## src/mdsp_pkg.sv

```systemverilog
// ----------------------------------------------------------------------------
// mdsp_pkg
// Shared widths, constants and the control struct for the digit picker.
// ----------------------------------------------------------------------------
package mdsp_pkg;

  localparam int DIGIT_W      = 4;
  localparam int LEN_W        = 16;
  localparam int VALUE_W      = 40;
  localparam int TOTAL_W      = 64;
  localparam int CFG_W        = 4;
  // effective keep count, wide enough for any stack size up to 31
  localparam int KEEP_W       = 5;
  localparam int MAX_KEEP_DEF = 12;
  localparam logic [CFG_W-1:0] KEEP_RESET = CFG_W'(12);

  // per-digit control broadcast to every stage of the stack
  typedef struct packed {
    logic               step;
    logic               first;
    logic               last;
    logic [DIGIT_W-1:0] digit;
    logic [LEN_W-1:0]   remaining;
    logic [KEEP_W-1:0]  keep;
  } ctl_t;

endpackage

```

## src/mdsp_if.sv

```systemverilog
// ----------------------------------------------------------------------------
// mdsp_digit_if / mdsp_result_if
// Valid/ready channels for digit words and result words.
// ----------------------------------------------------------------------------
interface mdsp_digit_if;
  logic                          valid;
  logic                          ready;
  logic [mdsp_pkg::DIGIT_W-1:0]  digit;
  logic                          first_of_line;
  logic                          last_of_line;
  logic [mdsp_pkg::LEN_W-1:0]    line_length;

  modport source (output valid, digit, first_of_line, last_of_line, line_length,
                  input ready);
  modport sink   (input valid, digit, first_of_line, last_of_line, line_length,
                  output ready);
endinterface

interface mdsp_result_if;
  logic                          valid;
  logic                          ready;
  logic [mdsp_pkg::VALUE_W-1:0]  line_value;
  logic [mdsp_pkg::TOTAL_W-1:0]  running_total;

  modport source (output valid, line_value, running_total, input ready);
  modport sink   (input valid, line_value, running_total, output ready);
endinterface

```

## src/mdsp_stage.sv

```systemverilog
// ----------------------------------------------------------------------------
// mdsp_stage
// One slot of the digit stack: holds a digit, its valid bit and the value
// of the stack prefix ending here; decides pop and push with its neighbors.
// ----------------------------------------------------------------------------
module mdsp_stage #(
  parameter int IDX = 0
) (
  input  logic                         clk,
  input  logic                         rst,
  input  mdsp_pkg::ctl_t               ctl,
  input  logic                         below_keep,
  input  logic [mdsp_pkg::VALUE_W-1:0] below_prefix,
  input  logic                         above_clear,
  output logic                         keep_up,
  output logic                         clear_down,
  output logic [mdsp_pkg::VALUE_W-1:0] prefix,
  output logic                         valid_step,
  output logic [mdsp_pkg::VALUE_W-1:0] prefix_step
);
  import mdsp_pkg::*;

  logic               valid;
  logic [DIGIT_W-1:0] digit;
  logic               valid_cur;
  logic               pop_ok;
  logic               cleared;
  logic               write;
  logic [LEN_W:0]     reach;

  // digits that stay below this slot plus digits still to come
  assign reach     = (LEN_W+1)'(IDX) + {1'b0, ctl.remaining};
  assign valid_cur = valid && !ctl.first;
  assign pop_ok    = valid_cur && (digit < ctl.digit) && (reach >= (LEN_W+1)'(ctl.keep));
  // empty or popped; pops only run down from the top
  assign cleared   = !valid_cur || (pop_ok && above_clear);
  assign keep_up   = valid_cur && !cleared;
  assign clear_down = cleared;
  // new digit lands on the first free slot above the kept part
  assign write     = cleared && below_keep && (KEEP_W'(IDX) < ctl.keep);

  assign valid_step  = keep_up || write;
  assign prefix_step = write ? ((below_prefix << 3) + (below_prefix << 1)
                                + VALUE_W'(ctl.digit))
                             : prefix;

  always_ff @(posedge clk) begin
    if (rst) begin
      valid <= 1'b0;
    end else if (ctl.step) begin
      valid <= valid_step && !ctl.last;
    end
  end

  always_ff @(posedge clk) begin
    if (ctl.step && write) begin
      digit  <= ctl.digit;
      prefix <= prefix_step;
    end
  end

endmodule

```

## src/max_digit_subsequence_picker_core.sv

```systemverilog
// ----------------------------------------------------------------------------
// max_digit_subsequence_picker_core
// Largest keep_count-digit subsequence (keep_count capped at MAX_KEEP) of
// each line, built on a row of stack slots, with a running total of the
// line values.
// throughput: one digit word per cycle unless a held result is not taken,
//   set by the combinational pop/push decision across the row of stack slots
// result: the result word is valid in the cycle after the last digit is taken
// a held result stalls digits only when the result word is not taken
// reset: synchronous; empties the stack, zeroes the total, keep_count to 12
module max_digit_subsequence_picker_core #(
  parameter int MAX_KEEP = mdsp_pkg::MAX_KEEP_DEF
) (
  input  logic                       clk,
  input  logic                       rst,
  input  logic                       cfg_we,
  input  logic [mdsp_pkg::CFG_W-1:0] cfg_wdata,
  mdsp_digit_if.sink                 digits,
  mdsp_result_if.source              results
);
  import mdsp_pkg::*;

  logic [CFG_W-1:0]   keep_count;
  logic [LEN_W-1:0]   remaining;
  logic [LEN_W-1:0]   remaining_cur;
  logic [KEEP_W-1:0]  keep_eff;
  logic [TOTAL_W-1:0] total;
  logic [TOTAL_W-1:0] total_next;
  logic [VALUE_W-1:0] value_next;
  logic               out_valid;
  logic [VALUE_W-1:0] out_value;
  logic               accept;
  ctl_t               ctl;

  logic [MAX_KEEP:0]  keep_chain;
  logic [MAX_KEEP:0]  clear_chain;
  logic [VALUE_W-1:0] prefix_chain [0:MAX_KEEP];
  logic [MAX_KEEP:0]  valid_step;
  logic [VALUE_W-1:0] prefix_step [0:MAX_KEEP-1];

  assign digits.ready = !out_valid || results.ready;
  assign accept       = digits.valid && digits.ready;

  assign keep_eff = (KEEP_W'(keep_count) > KEEP_W'(MAX_KEEP)) ? KEEP_W'(MAX_KEEP)
                                                             : KEEP_W'(keep_count);
  assign remaining_cur = digits.first_of_line ? digits.line_length : remaining;

  assign ctl.step      = accept;
  assign ctl.first     = digits.first_of_line;
  assign ctl.last      = digits.last_of_line;
  assign ctl.digit     = digits.digit;
  assign ctl.remaining = remaining_cur;
  assign ctl.keep      = keep_eff;

  assign keep_chain[0]         = 1'b1;
  assign prefix_chain[0]       = '0;
  assign clear_chain[MAX_KEEP] = 1'b1;
  assign valid_step[MAX_KEEP]  = 1'b0;

  for (genvar i = 0; i < MAX_KEEP; i++) begin : g_slot
    mdsp_stage #(.IDX(i)) u_stage (
      .clk          (clk),
      .rst          (rst),
      .ctl          (ctl),
      .below_keep   (keep_chain[i]),
      .below_prefix (prefix_chain[i]),
      .above_clear  (clear_chain[i+1]),
      .keep_up      (keep_chain[i+1]),
      .clear_down   (clear_chain[i]),
      .prefix       (prefix_chain[i+1]),
      .valid_step   (valid_step[i]),
      .prefix_step  (prefix_step[i])
    );
  end

  // line value is the prefix held by the new top of stack
  always_comb begin
    value_next = '0;
    for (int i = 0; i < MAX_KEEP; i++) begin
      if (valid_step[i] && !valid_step[i+1]) begin
        value_next = value_next | prefix_step[i];
      end
    end
  end

  assign total_next = total + TOTAL_W'(value_next);

  always_ff @(posedge clk) begin
    if (rst) begin
      keep_count <= KEEP_RESET;
    end else if (cfg_we) begin
      keep_count <= cfg_wdata;
    end
  end

  always_ff @(posedge clk) begin
    if (rst) begin
      remaining <= '0;
      total     <= '0;
      out_valid <= 1'b0;
    end else begin
      if (accept) begin
        if (digits.last_of_line) begin
          remaining <= '0;
          total     <= total_next;
        end else begin
          remaining <= (remaining_cur != '0) ? remaining_cur - LEN_W'(1) : '0;
        end
      end
      if (accept && digits.last_of_line) begin
        out_valid <= 1'b1;
      end else if (results.ready) begin
        out_valid <= 1'b0;
      end
    end
  end

  always_ff @(posedge clk) begin
    if (accept && digits.last_of_line) begin
      out_value <= value_next;
    end
  end

  assign results.valid         = out_valid;
  assign results.line_value    = out_value;
  assign results.running_total = total;

endmodule

```

## src/flat_wrapper.sv

```systemverilog
// flat-port wrapper written by rule: the top's interface ports become plain ports
module max_digit_subsequence_picker_core_flat import mdsp_pkg::*;
#(
  parameter int MAX_KEEP = mdsp_pkg::MAX_KEEP_DEF
)
  (clk, rst, cfg_we, cfg_wdata, digits_valid, digits_digit, digits_first_of_line, digits_last_of_line, digits_line_length, digits_ready, results_valid, results_line_value, results_running_total, results_ready);
  mdsp_digit_if digits_i ();
  mdsp_result_if results_i ();
  input  logic clk;
  input  logic rst;
  input  logic cfg_we;
  input  logic [mdsp_pkg::CFG_W-1:0] cfg_wdata;
  input wire logic [$bits(digits_i.valid)-1:0] digits_valid;
  input wire logic [$bits(digits_i.digit)-1:0] digits_digit;
  input wire logic [$bits(digits_i.first_of_line)-1:0] digits_first_of_line;
  input wire logic [$bits(digits_i.last_of_line)-1:0] digits_last_of_line;
  input wire logic [$bits(digits_i.line_length)-1:0] digits_line_length;
  output wire logic [$bits(digits_i.ready)-1:0] digits_ready;
  output wire logic [$bits(results_i.valid)-1:0] results_valid;
  output wire logic [$bits(results_i.line_value)-1:0] results_line_value;
  output wire logic [$bits(results_i.running_total)-1:0] results_running_total;
  input wire logic [$bits(results_i.ready)-1:0] results_ready;
  assign digits_i.valid = digits_valid;
  assign digits_i.digit = digits_digit;
  assign digits_i.first_of_line = digits_first_of_line;
  assign digits_i.last_of_line = digits_last_of_line;
  assign digits_i.line_length = digits_line_length;
  assign digits_ready = digits_i.ready;
  assign results_valid = results_i.valid;
  assign results_line_value = results_i.line_value;
  assign results_running_total = results_i.running_total;
  assign results_i.ready = results_ready;
  max_digit_subsequence_picker_core #(.MAX_KEEP(MAX_KEEP)) u_core (.clk(clk), .rst(rst), .cfg_we(cfg_we), .cfg_wdata(cfg_wdata), .digits(digits_i), .results(results_i));
endmodule
```

## config.mk

```make
export PLATFORM = sky130hd
export DESIGN_NAME = max_digit_subsequence_picker_core_flat
export DESIGN_NICKNAME = d
export VERILOG_FILES = /design/src/mdsp_pkg.sv /design/src/mdsp_if.sv /design/src/mdsp_stage.sv /design/src/max_digit_subsequence_picker_core.sv /design/src/flat_wrapper.sv
export SDC_FILE = /design/constraint.sdc
export NUM_CORES = 2
export LEC_CHECK = 0
export BUFFER_PORTS_ARGS = -buffer_cell sky130_fd_sc_hd__clkbuf_2
export CAP_MARGIN = 20
export CORE_ASPECT_RATIO = 2
export CORE_MARGIN = 4
export CORE_UTILIZATION = 59
export DETAILED_ROUTE_END_ITERATION = 7
export PLACE_DENSITY = 0.87
export SLEW_MARGIN = 10
export SYNTH_ARGS = -nofsm -noshare
export SYNTH_HDL_FRONTEND = slang
export SYNTH_SLANG_ARGS = --single-unit
export TNS_END_PERCENT = 100
```

## constraint.sdc

```tcl
create_clock -name clk -period 9.2 [get_ports clk]
set_input_delay 0.92 -clock clk [delete_from_list [all_inputs] [get_ports clk]]
set_output_delay 0.92 -clock clk [all_outputs]
set_load 0.02 [all_outputs]
```

### Word level (Yosys, flattened, before mapping)

Cells that the tools add are included.

| operators by class | value |
|---|---|
| bitwise gates (word level) | 11 |
| order comparisons | 37 |
| reduce and logical (&&, ||, !) cells | 185 |
| $add $sub $neg | 35 |
| multiplexer cells | 30 |

Operator list:

| kind | count |
|---|---|
| 2-to-1 mux 40 bit | 24 |
| adder 40 x 4 -> 40 bit | 11 |
| adder 40 bit | 11 |
| OR 40 bit | 11 |
| greater-or-equal comparator 17 x 5 -> 1 bit | 11 |
| logical AND 1 bit | 119 |
| adder 3 x 16 -> 17 bit (first input constant) | 4 |
| adder 4 x 16 -> 17 bit (first input constant) | 4 |
| adder 64 x 40 -> 64 bit | 1 |
| less-than comparator 4 bit | 12 |
| 2-to-1 mux 16 bit | 3 |
| zero test 1 bit | 38 |
| adder 2 x 16 -> 17 bit (first input constant) | 2 |
| logical OR 1 bit | 25 |
| less-than comparator 3 x 5 -> 1 bit (first input constant) | 4 |
| less-than comparator 4 x 5 -> 1 bit (first input constant) | 4 |
| adder 1 x 16 -> 17 bit (first input constant) | 1 |
| greater-or-equal comparator 16 x 5 -> 1 bit | 1 |
| nonzero test 16 bit | 1 |
| subtractor 16 x 1 -> 16 bit (second input constant) | 1 |
| less-than comparator 1 x 5 -> 1 bit (first input constant) | 2 |
| less-than comparator 2 x 5 -> 1 bit (first input constant) | 2 |
| greater-than comparator 4 bit (second input constant) | 1 |
| 2-to-1 mux 4 bit | 1 |
| other kinds (3) | 4 |

| word-level totals | value |
|---|---|
| output and inout bits | 106 |
| input bits | 31 |
| logic and storage cells | 339 |
| register bits | 665 |

### Logic depth before layout (Yosys ltp)

| depth | value |
|---|---|
| word-level depth | 58 |
| mapped depth | 45 |
| mapped depth without buffers | 38 |

### Hierarchy

From an unflattened synthesis, not the netlist that was laid out.

| second synthesis, totals | value |
|---|---|
| cell total of the unflattened synthesis | 7557 |
| area, all modules | 68156.6 um^2 |

Modules (own cells, without submodules):

| module | area an instance (um^2) | cells each | instances |
|---|---|---|---|
| max_digit_subsequence_picker_core | 10311.1 | 1220 | 1 |
| mdsp_stage at u_core.g_slot[11].u_stage | 5006.1 | 567 | 1 |
| mdsp_stage at u_core.g_slot[5].u_stage | 4938.5 | 567 | 1 |
| mdsp_stage at u_core.g_slot[3].u_stage | 4924.7 | 549 | 1 |
| mdsp_stage at u_core.g_slot[6].u_stage | 4907.2 | 550 | 1 |
| mdsp_stage at u_core.g_slot[1].u_stage | 4880.9 | 558 | 1 |
| mdsp_stage at u_core.g_slot[7].u_stage | 4848.4 | 493 | 1 |
| mdsp_stage at u_core.g_slot[2].u_stage | 4833.4 | 538 | 1 |
| mdsp_stage at u_core.g_slot[4].u_stage | 4795.8 | 513 | 1 |
| mdsp_stage at u_core.g_slot[9].u_stage | 4775.8 | 497 | 1 |
| mdsp_stage at u_core.g_slot[8].u_stage | 4689.5 | 496 | 1 |
| mdsp_stage at u_core.g_slot[0].u_stage | 4640.7 | 502 | 1 |
| mdsp_stage at u_core.g_slot[10].u_stage | 4604.4 | 507 | 1 |

### Worst setup path before layout

Ideal clock, no wire load.

| path | value |
|---|---|
| path type | input to register |
| from | input digits_first_of_line |
| to | register u_core.total[50], in the netlist u_core.results.running_total[50] |
| data arrival time | 9.107 ns |
| slack | -0.034 ns |
| stages on the path | 43 |
| buffers on the path | 7 |
| setup time | 0.128 ns |
| data required time | 9.072 ns |
| cell sequence | buf_6 buf_6 buf_4 buf_4 mux2_2 inv_1 ha_1 inv_1 o21ai_1 xnor2_1 inv_1 ha_1 o21ai_0 o22ai_1 nor4b_1 nand4_1 o31ai_4 a211oi_2 [... 7 more ...] nand3b_1 a221o_1 ha_1 a21o_1 a21o_1 a21o_1 a21o_1 a21oi_1 nand3_1 a21oi_1 o211ai_1 a31oi_1 o21ai_0 a311oi_1 clkbuf_1 nor3_1 xnor2_1 nor2_1 |

| between the ends | value |
|---|---|
| elaborated cells on any way between the ends | 213 |
| classes of those cells | 12 x add/sub; 12 x order compare; 25 x mux; 11 x bitwise; 153 x reduce/logical |

RTL lines:

| element | RTL line | source |
|---|---|---|
| from (decl) | flat_wrapper.sv:15 | `input wire logic [$bits(digits_i.first_of_line)-1:0] digits_first_of_line;` |
| 2-to-1 mux 16 bit or zero test 1 bit (tied branches) | max_digit_subsequence_picker_core.sv:46, mdsp_stage.sv:33 |  |
| adder 4 x 16 -> 17 bit or logical AND 1 bit (tied branches) | mdsp_stage.sv:32, mdsp_stage.sv:33 |  |
| greater-or-equal comparator 17 x 5 -> 1 bit or logical AND 1 bit (tied branches) | mdsp_stage.sv:34 | `assign pop_ok = valid_cur && (digit < ctl.digit) && (reach >= (LEN_W+1)'(ctl.keep));` |
| logical AND 1 bit | mdsp_stage.sv:34 |  |
| logical OR 1 bit | mdsp_stage.sv:36 | `assign cleared = !valid_cur \|\| (pop_ok && above_clear);` |
| logical AND 1 bit | mdsp_stage.sv:36 |  |
| logical OR 1 bit | mdsp_stage.sv:36 |  |
| logical AND 1 bit | mdsp_stage.sv:36 |  |
| [... 18 more ...] | n/a |  |
| via u_core.g_slot[4].u_stage.prefix_step, one bit | mdsp_stage.sv:19 | `output logic [mdsp_pkg::VALUE_W-1:0] prefix_step` |
| [... 10 more ...] | n/a |  |
| OR 40 bit | max_digit_subsequence_picker_core.sv:81 | `value_next = value_next \| prefix_step[i];` |
| 2-to-1 mux 40 bit * | max_digit_subsequence_picker_core.sv:80 | `if (valid_step[i] && !valid_step[i+1]) begin` |
| OR 40 bit | max_digit_subsequence_picker_core.sv:81 |  |
| 2-to-1 mux 40 bit * | max_digit_subsequence_picker_core.sv:80 |  |
| OR 40 bit | max_digit_subsequence_picker_core.sv:81 |  |
| 2-to-1 mux 40 bit * | max_digit_subsequence_picker_core.sv:80 |  |
| via u_core.value_next[14] | max_digit_subsequence_picker_core.sv:29 | `logic [VALUE_W-1:0] value_next;` |
| adder 64 x 40 -> 64 bit * | max_digit_subsequence_picker_core.sv:86 | `assign total_next = total + TOTAL_W'(value_next);` |
| to (signal assigned) | max_digit_subsequence_picker_core.sv:105 | `total <= total_next;` |
| to (decl) | max_digit_subsequence_picker_core.sv:27 | `logic [TOTAL_W-1:0] total;` |

The timed path passes the listed nets; every way through them passes the cells marked *.
A chain may end at the register's enable or synchronous reset.

### Worst setup path after layout

| path | value |
|---|---|
| from | input digits_first_of_line |
| to | register u_core.total[40], in the netlist u_core.results.running_total[40] |

| between the ends | value |
|---|---|
| elaborated cells on any way between the ends | 213 |
| classes of those cells | 12 x add/sub; 12 x order compare; 25 x mux; 11 x bitwise; 153 x reduce/logical |

RTL lines:

| element | RTL line |
|---|---|
| 2-to-1 mux 16 bit or zero test 1 bit (tied branches) | max_digit_subsequence_picker_core.sv:46, mdsp_stage.sv:33 |
| adder 4 x 16 -> 17 bit or logical AND 1 bit (tied branches) | mdsp_stage.sv:32, mdsp_stage.sv:33 |
| greater-or-equal comparator 17 x 5 -> 1 bit or logical AND 1 bit (tied branches) | mdsp_stage.sv:34 |
| logical AND 1 bit | mdsp_stage.sv:34 |
| logical OR 1 bit | mdsp_stage.sv:36 |
| logical AND 1 bit | mdsp_stage.sv:36 |
| logical OR 1 bit | mdsp_stage.sv:36 |
| logical AND 1 bit | mdsp_stage.sv:36 |
| [... 21 more ...] | n/a |
| via u_core.g_slot[0].u_stage.prefix_step, one bit | mdsp_stage.sv:19 |
| [... 17 more ...] | n/a |
| OR 40 bit | max_digit_subsequence_picker_core.sv:81 |
| 2-to-1 mux 40 bit * | max_digit_subsequence_picker_core.sv:80 |
| OR 40 bit | max_digit_subsequence_picker_core.sv:81 |
| 2-to-1 mux 40 bit * | max_digit_subsequence_picker_core.sv:80 |
| OR 40 bit | max_digit_subsequence_picker_core.sv:81 |
| 2-to-1 mux 40 bit * | max_digit_subsequence_picker_core.sv:80 |
| via u_core.value_next[0] | max_digit_subsequence_picker_core.sv:29 |
| adder 64 x 40 -> 64 bit * | max_digit_subsequence_picker_core.sv:86 |

Marks and branches as above.

==> key figures <==
Synth
  – Most numerous cell types in the synthesized netlist: ha_1 (934), nand2_1 (788), edfxtp_1 (568)
  – FF+latch count, synth: ~670
  – Post-Syn Area per Cell: between 9 and 10 um^2
  – Cell variety after synth: between 100 and 150
  – Dominant synthesized flop cell: edfxtp_1
  – Leading cell type by number of instances after synthesis: ha_1
  – Number of warning messages in the yosys log: 0
  – Number of enable-type register cells in the synthesized netlist: ~570
  – Area of the mapped netlist: 0.06211 mm^2
  – Share of synthesized registers carrying an async set or reset: 0
  – Synthesized instance count: 6680
  – Part of the Yosys area used for sequential elements: 0.3059
  – Main area contributors after synthesis: edfxtp_1 (27%), ha_1 (19%), nand2_1 (4.8%)
  – Dominant cell type by area after synthesis: edfxtp_1
  – Area share of the largest cell type after synthesis: 0.2746
  – Post-synth net total: 7668

CTS
  – Root buffer selected by CTS: clkbuf_16
  – Clock-pin transition on the worst setup and hold timing paths: 0.06 ns
  – Clock tree from TritonCTS: done
  – Maximum level of the CTS H-tree: 3
  – TritonCTS Buffers: 70
  – Clock sink total: around 670
  – Clock network latency to the later pin of the worst-skew pair: 0.70 ns
  – Maximum clock path buffer count: 3

Route
  – Count of nets left with antenna violations after detail routing: 0
  – Avg Vias per Cell: around 7.0
  – Number of DRC markers in iteration 0: just over 6000
  – Routed WL: ~260000 um
  – DRC violations left: 2
  – Detailed-route wire length per cell: between 20 and 30 um
  – Overall via count from detail_route: between 60000 and 70000
  – Number of search-and-repair iterations in the first detailed-routing pass: 8

STA
  – Final clock skew: 0.04031 ns
  – Final Max Slew Viols: 0
  – Period utilization: 0.9722
  – Transition time at the pin with the least slew margin: ~1.2 ns
  – Setup TNS: 0 ns
  – Number of setup violations in the final report: 0
  – Relative slew slack: 0.2107
  – Minimum clock period: roughly 8.9 ns
  – Final hold violation count: 0
  – Max Freq: between 100 and 150 MHz
  – RSZ-0062 raised after global routing: false

Critical path
  – Worst setup EP type: flop
  – Critical path start-end classification: in2reg
  – Master of the slowest instance on the critical path: mux2i_1
  – Worst Setup Start Kind: input port
  – Critical path's largest stage delay: 0.61 ns
  – Most Frequent Cell on Critical Path: buf_4
  – CP Data Arrival Time: 9.47 ns
  – Worst R2R Start: u_core.keep_count[3]$_SDFFE_PP1P_
  – R2r setup slk: about 0.29 ns
  – Count of cells along the worst register-to-register path: 37
  – Biggest fanout along the worst timing path: just over 50
  – Capturing point of the worst reg2reg path: u_core.results.running_total[40]$_SDFFE_PP0P_
  – Critical path required time: between 9 and 10 ns

Pwr
  – Max rail drop VDD: about 0.14 mV
  – Power per standard cell area: 105.9 mW/mm^2
  – Leakage power total: ~30 nW

Hold path
  – Hold Path Sink: u_core.g_slot[0].u_stage.valid$_SDFFE_PP0P_
  – Number of instances on the worst hold path: 2
  – Launch point of the worst hold path: u_core.g_slot[0].u_stage.valid$_SDFFE_PP0P_
  – Worst hold-check path type: reg2reg

Global routing
  – Antenna violations before repair: 23
  – Global-route layer with the greatest usage: met2
  – GRT met3 Usage: 0.1645
  – Via count of the first global-routing pass: 63090
  – Maximum number of pins on one net before global-route repair: between 70 and 80
  – Overflow after GRT: 0
  – Total track usage: 0.4596
  – Met2 routing resource usage after global routing: 0.7644
  – Met1 routing resource usage after global routing: 0.3782
  – Global-route wire length before repair: roughly 380000 um

Run
  – # Max-Cap Violations: 0

Finish
  – Layout cells sized above 1: 0.1657
  – Final design area excluding fillers: between 0.07 and 0.08 mm^2
  – Filler cell count: between 8000 and 9000
  – Net total in the final layout: between 8000 and 9000
  – Layout area overhead: 14.77%

Die
  – DIE WIDTH: 237.4 um
  – Starting density of the core: 0.5933
  – DIE HEIGHT: roughly 470 um
  – Number of placed I/O pins: roughly 140
  – Floorplan core area: about 0.10 mm^2
  – Die Footprint: roughly 0.11 mm^2
  – Floorplan row count: around 170

Place
  – Half-perimeter wire length of the detailed placement result: roughly 200000 um
  – IO buf count: between 100 and 150
  – Weighted congestion reported at the end of routability-driven placement: between 1 and 1.5
  – Placed Instance Area: slightly below 0.07 mm^2

Status
  – Failing checks: DRC
  – Run status: complete, but fails checks
[through the flow]
step | utilization | power [mW] | hold WS, ns | std cells | setup slack, ns
after floorplan | - | 4.073 | 0.4273 | 6680 | 0.1567
after global placement | 0.6583 | 4.590 | 0.4354 | 8615 | -0.3818
after detailed placement | 0.6584 | 4.614 | 0.4458 | 8617 | -0.4245
after CTS | 0.6788 | 7.431 | 0.4540 | 8737 | 0.08513
after global routing | 0.6807 | 7.729 | 0.4657 | 8749 | 0.0009672
final | 0.6809 | 7.548 | 0.4576 | 8758 | 0.2553
[critical path: cells and delay by family]
family	cells	cell delay, ns
adders and majority gates	2	0.49
and+or+nand+nor	10	1.64
muxes	2	0.92
AOI/OAI and AO/OA	14	3.51
buffers and inverters	9	1.73
xor gates and xnor gates	1	0.19
[sequential cells by signal, indices dropped and copies added, names as in the netlist]
signal	count
u_core.g_slot.u_stage.valid	12
u_core.results.running_total	64
u_core.g_slot.u_stage.digit	48
u_core.remaining	16
u_core.g_slot.u_stage.prefix	480
u_core.keep_count	4
u_core.results.valid	1
u_core.results.line_value	40
[repair_timing]
| action | in CTS | in global routing |
|---|---|---|
| endpoints found under the setup margin | 0 | 29 |
| gates resized for setup | 0 | 26 |
| hold buffers | 0 | 0 |
| buffers inserted | 0 | 1 |
[worst max path at each step]
stage	start	end	slack, ns	cells past startpoint
final	digits_first_of_line	u_core.results.running_total[40]$_SDFFE_PP0P_	0.26	38
after global routing	digits_first_of_line	u_core.results.running_total[43]$_SDFFE_PP0P_	0.001	37
after CTS	u_core.keep_count[2]$_SDFFE_PP1P_	u_core.results.running_total[40]$_SDFFE_PP0P_	0.09	35
after detailed placement	digits_first_of_line	u_core.results.running_total[40]$_SDFFE_PP0P_	-0.42	39
after global placement	digits_first_of_line	u_core.results.running_total[40]$_SDFFE_PP0P_	-0.38	38
after floorplan	digits_first_of_line	u_core.results.running_total[50]$_SDFFE_PP0P_	0.16	43
[layout make-up]
type | instances | area (um^2) | share of cell area
Clock buffer | 93 | 1869 | 0.02622
Tap cell | 1360 | 1702 | 0.02387
Clock inverter | 27 | 265.3 | 0.003721
Sequential cell | 665 | 19000 | 0.2665
Multi-Input combinational cell | 5648 | 41850 | 0.5872
Timing Repair Buffer | 807 | 6020 | 0.08445
Inverter | 142 | 533.0 | 0.007478
Antenna cell | 16 | 40.04 | 0.0005617
[where the power goes]
part           total (mW)  leakage (nW)  switching, mW  internal, mW
clock                2.89          1.05           1.35          1.55
sequential           3.31          4.61         0.0420          3.27
combinational        1.34          24.6          0.838         0.506
total                7.55          30.3           2.23          5.32
[cells by family (layout without fill, tap and decap cells)]
| family | Yosys count | after routing | synth area share |
|---|---|---|---|
| buffers and inverters | 367 | 1069 | 0.02561 |
| DFF | 665 | 665 | 0.3059 |
| other | 0 | 16 | 0 |
| adders and majority gates | 957 | 957 | 0.1956 |
| xor gates and xnor gates | 482 | 482 | 0.06797 |
| and+or+nand+nor | 1986 | 1986 | 0.1533 |
| AOI/OAI and AO/OA | 2013 | 2013 | 0.2140 |
| muxes | 210 | 210 | 0.03771 |
[layout by cell type, fill, tap and decap left out, types with 114 or more instances in the layout]
cell type and count:
a21o_1 246, a21oi_1 496, buf_4 644, clkbuf_2 135, edfxtp_1 568, ha_1 933
inv_1 137, mux2_2 169, nand2_1 785, nand3_1 166, nor2_1 318, nor3_1 114
o21ai_0 433, xnor2_1 325, xor2_1 155
[per-layer routing]
metal / share of wire / vias to the layer above
li1: - / 26680
met3: 0.095 / 2024
met2: 0.47 / 3947
met1: 0.27 / 28560
met5: 0.00056 / -
met4: 0.16 / 20
Note: power is estimated with default switching activity, not from simulation.
